`config.mk`:
```
export PLATFORM = sky130hd
export DESIGN_NAME = sps_ctrl
export DESIGN_NICKNAME = d
export VERILOG_FILES = /design/src/sv/sps_pkg.sv /design/src/sv/sps_ctrl.sv
export SDC_FILE = /design/constraint.sdc
export NUM_CORES = 1
export LEC_CHECK = 0
export ABC_CLOCK_PERIOD_IN_PS = 2600
export BUFFER_PORTS_ARGS = -buffer_cell sky130_fd_sc_hd__buf_2
export CAP_MARGIN = 20
export CORE_AREA = 2 2 39 41
export DETAILED_ROUTE_END_ITERATION = 10
export DIE_AREA = 0 0 41 43
export PLACE_DENSITY = 0.42
export SYNTH_ARGS = -nofsm -noshare
export SYNTH_HDL_FRONTEND = slang
export SYNTH_SLANG_ARGS = --single-unit
export TNS_END_PERCENT = 20
```
`constraint.sdc`:
```
create_clock -name clock -period 2.6 [get_ports clock]
set_input_delay 0.13 -clock clock [delete_from_list [all_inputs] [get_ports clock]]
set_output_delay 0.13 -clock clock [all_outputs]
set_load 0.01 [all_outputs]
```
`src/sv/sps_pkg.sv`:
```
`default_nettype none

package sps_pkg;

   // pattern geometry
   localparam int STEPS     = 64;
   localparam int TRACKS    = 10;
   localparam int MEM_DEPTH = STEPS * TRACKS;
   localparam int ADDR_W    = $clog2(MEM_DEPTH);
   localparam int ROW_W     = $clog2(STEPS);

   // fixed field widths of the request and result channels
   localparam int STEP_W    = 6;
   localparam int TRK_W     = 4;
   localparam int KIND_W    = 2;
   localparam int NOTE_W    = 7;
   localparam int COUNT_W   = 32;
   localparam int VOICE_W   = 32;
   localparam int ENTRY_W   = KIND_W + 2 * NOTE_W;

   // request operations
   localparam logic OP_TICK  = 1'b0;
   localparam logic OP_WRITE = 1'b1;

   // pattern entry kinds
   localparam logic [KIND_W-1:0] KIND_EMPTY = 2'd0;
   localparam logic [KIND_W-1:0] KIND_ON    = 2'd1;
   localparam logic [KIND_W-1:0] KIND_OFF   = 2'd2;

   // gate event codes
   localparam logic GATE_ON  = 1'b0;
   localparam logic GATE_OFF = 1'b1;

   // controller to datapath commands
   typedef struct packed {
      logic clear_en;
      logic write_en;
      logic tick_load;
      logic issue;
      logic final_flush;
   } sps_cmd_type;

   // datapath to controller status
   typedef struct packed {
      logic clear_done;
      logic tick_newer;
      logic issue_last;
   } sps_stat_type;

endpackage

`default_nettype wire

```
`src/sv/sps_ctrl.sv`:
```
`default_nettype none

module sps_ctrl (
   input  wire logic                 clock,
   input  wire logic                 reset,
   input  wire logic                 start,
   input  wire logic                 req_operation,
   input  wire sps_pkg::sps_stat_type stat,
   output logic                      busy,
   output sps_pkg::sps_cmd_type      cmd
);
   import sps_pkg::*;

   localparam logic [2:0] ST_CLEAR = 3'd0;
   localparam logic [2:0] ST_IDLE  = 3'd1;
   localparam logic [2:0] ST_WALK  = 3'd2;
   localparam logic [2:0] ST_DRAIN = 3'd3;
   localparam logic [2:0] ST_FINAL = 3'd4;

   logic [2:0] state_ff;
   logic [2:0] state_in;
   logic       accept;

   assign busy   = (state_ff != ST_IDLE);
   assign accept = start && !busy;

   // sequence clearing, track walk, drain and flush
   always_comb begin
      state_in        = state_ff;
      cmd             = '0;
      unique case (state_ff)
         ST_CLEAR: begin
            cmd.clear_en = 1'b1;
            if (stat.clear_done) state_in = ST_IDLE;
         end
         ST_IDLE: begin
            if (accept && req_operation == OP_WRITE) begin
               cmd.write_en = 1'b1;
            end else if (accept && stat.tick_newer) begin
               cmd.tick_load = 1'b1;
               state_in      = ST_WALK;
            end
         end
         ST_WALK: begin
            cmd.issue = 1'b1;
            if (stat.issue_last) state_in = ST_DRAIN;
         end
         ST_DRAIN: begin
            state_in = ST_FINAL;
         end
         ST_FINAL: begin
            cmd.final_flush = 1'b1;
            state_in        = ST_IDLE;
         end
         default: begin
            state_in = ST_IDLE;
         end
      endcase
   end

   // hold state
   always_ff @(posedge clock) begin
      if (reset) begin
         state_ff <= ST_CLEAR;
      end else begin
         state_ff <= state_in;
      end
   end

endmodule

`default_nettype wire

```
==> metrics.md <==
| Metric | Value |
|---|---|
| Worst skew pair latency | `0.23 ns` |
| RSZ-0062 raised after global routing | `false` |
| CP cell instances | `inv_2 > or3_4 > nor2_1 > buf_2` |
| GR met2 Demand/Resource | `10.94%` |
| Internal power | `~0.14 mW` |
| Met3 track demand over resource | `4.712%` |
| First-pass GRT wire length | `828 µm` |
| Biggest regs | `state_ff: 3 flops` |
| Max-Cap Viols | `0` |
| Top Usage Layer GRT | `met2` |
| Fraction of layout cells with a size suffix above 1 | `50.00%` |
| Mapped Cells | `25` |
| Critical Path RT | `2.47 ns` |
| Iter 0 DRT Violations | `2` |
| Leakage power | `0.1419 nW` |
| TritonCTS buffer count | `3` |
| Core area | `approximately 0.0014 mm²` |
| FF-to-FF Start | `state_ff[1]$_SDFFE_PP0P_` |
| Critical path endpoint | `cmd[2]` |
| GR Overflow Total | `0` |
| Chip width | `41 µm` |
| Netlist cell types | `18` |
| Worst setup SP type | `flip-flop` |
| GP Congestion | `about 0.64` |
| Htree depth | `1` |
| R2R depth | `3` |
| First-pass DRT Iterations | `2` |
| CP Capture Type | `primary output` |
| Peak supply drop | `0.0001231 V` |
| Clk sinks | `3` |
| Layout fillers | `161` |
| Vias in the first global route | `213` |
| R2r endpoint | `state_ff[0]$_SDFFE_PP0P_` |
| Slew headroom | `roughly four fifths` |
| WL/cell | `8.768 µm` |
| Hold_ws | `0.09464 ns` |
| Power Dens Cells | `629.4 mW/mm²` |
| Crit path from | `state_ff[0]$_SDFFE_PP0P_` |
| Mapped cell area | `215.2 µm²` |
| I/O Buffers | `12` |
| Area Overhead vs Synth | `44.19%` |
| Final wirelength | `491 µm` |
| Final setup fails | `0` |
| CP Depth | `4` |
| Slowest-stage cell, CP | `dfxtp_1` |
| Clk root buf | `clkbuf_4` |
| Post-DP HPWL | `388.6 µm` |
| Crit Path Max Fanout | `8` |
| Setup_tns | `0 ns` |
| Tmin final | `1.478 ns` |
| Worst-margin pin slew | `0.2775 ns` |
| F_max | `676.4 MHz` |
| Reg power frac | `31.5%` |
| Initial Util | `roughly 16%` |
| Clock network power share | `41.4%` |
| Final hold vios | `0` |
| Worst-path clk slew | `0.04 ns` |
| Yosys reg bits | `3` |
| Seq/Total Area, Yosys | `27.91%` |
| HP Class | `in2reg` |
| Antenna violations before repair | `0` |
| Status | `finished clean` |
| Critical path class | `reg2out` |
| Remaining DRCs | `0` |
| Max reg flops | `3` |
| Syn avg cell area | `around 8.6 µm²` |
| Pin count of the biggest net entering global routing | `10` |
| Gate power share | `between 20% and 30%` |
| CTS tree | `done` |
| Std cell rows | `14` |
| Routed via count | `224` |
| CP peak stage delay | `0.46 ns` |
| WP buf/inv | `2` |
| Routed vias/inst | `4.000` |
| Met1 usage | `6.410%` |
| NetSw | `0.05707 mW` |
| Hold_sp | `reset` |
| Clock skew | `0.0005990 ns` |
| Synth warn | `0` |
| Pins Over Slew Limit | `0` |
| FF-to-FF setup slack | `1.38 ns` |
| CTS Hold Bufs | `0` |
| Clock Path Buffers | `2` |
| Post-CTS setup buffers | `0` |
| CP delay by family, top | `flip-flops` |
| Critical path arrival | `1.35 ns` |
| Net Sw Frac | `29.22%` |
| Syn Nets | `32` |
| Global Route Usage Sum | `7.623%` |
| Post-cts gate resize count | `0` |
| Die height | `43 µm` |
| Die ar. | `0.001763 mm²` |
| IO Pins | `13` |
| Fin crit share | `56.86%` |
| Layout net count | `48` |
| Hold path depth | `2` |
| # diodes | `0` |
| Top reg by flops | `state_ff` |
| DRT antenna net count | `0` |
-- area by class of cell --
type	count	area, µm²	share of cell area, %
clock buffers	4	26.28	8.468
inverters	1	3.754	1.210
repair buffers	12	60.06	19.35
flip-flops and latches	3	60.06	19.35
multi-input cells	20	140.1	45.16
well taps	16	20.02	6.452
-- cells in the final DEF, fill, tap and decap left out --
| master | instances |
|---|---|
| a211oi_1 | 1 |
| a221oi_2 | 1 |
| a31oi_1 | 1 |
| and2_1 | 1 |
| and2b_2 | 1 |
| buf_2 | 12 |
| clkbuf_1 | 1 |
| clkbuf_4 | 3 |
| dfxtp_1 | 3 |
| inv_2 | 1 |
| mux2_4 | 1 |
| nand2_1 | 2 |
| nand3b_1 | 1 |
| nor2_1 | 5 |
| nor3_1 | 1 |
| nor3b_1 | 1 |
| nor4b_1 | 1 |
| o21ai_0 | 1 |
| o311a_1 | 1 |
| or3_4 | 1 |
-- cell families (layout without fill, tap and decap cells) --
| group | after synthesis | in the layout | share of synthesized area [%] |
|---|---|---|---|
| mux | 1 | 1 | 6.975 |
| buf+inv | 2 | 17 | 6.975 |
| flops | 3 | 3 | 27.91 |
| simple gates | 14 | 14 | 37.80 |
| compound gates | 5 | 5 | 20.35 |
-- cells in the mapped netlist --
library cell	n	area (µm²)
dfxtp_1	3	60.06
a221oi_2	1	15.01
or3_4	1	11.26
nand3b_1	1	7.510
nor4b_1	1	8.760
nor3_1	1	5.000
buf_6	1	11.26
a31oi_1	1	6.260
o311a_1	1	10.01
a211oi_1	1	7.510
nand2_1	2	7.510
nor2_1	5	18.77
mux2_4	1	15.01
o21ai_0	1	5.000
inv_2	1	3.750
and2_1	1	6.260
nor3b_1	1	7.510
and2b_2	1	8.760
-- routing by layer --
layer  share of wire [%]  vias to the layer above
li1                    -                      122
met2                  57                        3
met4                   0                        0
met1                  41                       99
met5                   0                        -
met3                 2.6                        0
-- stage by stage --
stage | std cells | cell area [µm²] | utilization, % | total power [mW] | setup WS, ns
6_report | 56 | 310.3 | 22.42 | 0.1953 | 1.122
5_1_grt | 56 | 310.3 | 22.42 | 0.2185 | 1.004
4_1_cts | 56 | 310.3 | 22.42 | 0.2010 | 1.111
3_5_place_dp | 52 | 284.0 | 20.52 | 0.1154 | 1.363
3_3_place_gp | 52 | 284.0 | 20.52 | 0.1168 | 1.354
2_1_floorplan | 25 | 215.2 | - | 0.1003 | 1.452
-- power by group through the flow --
| stage | clock (mW) | combinational, mW | sequential (mW) |
|---|---|---|---|
| 2_1_floorplan | 0 | 0.0435 | 0.0569 |
| 3_3_place_gp | 0 | 0.0545 | 0.0623 |
| 3_5_place_dp | 0 | 0.0532 | 0.0622 |
| 4_1_cts | 0.0860 | 0.0538 | 0.0612 |
| 5_1_grt | 0.0966 | 0.0591 | 0.0628 |
| 6_report | 0.0808 | 0.0529 | 0.0615 |
-- worst min-delay path by stage --
stage	to	slack (ns)
floorplan	state_ff[0]$_SDFFE_PP0P_	0.20
global placement	state_ff[0]$_SDFFE_PP0P_	0.34
detailed placement	state_ff[0]$_SDFFE_PP0P_	0.34
CTS	state_ff[0]$_SDFFE_PP0P_	0.09
global route	state_ff[0]$_SDFFE_PP0P_	0.09
finish	state_ff[0]$_SDFFE_PP0P_	0.09
(Power assumes the default switching activity.)
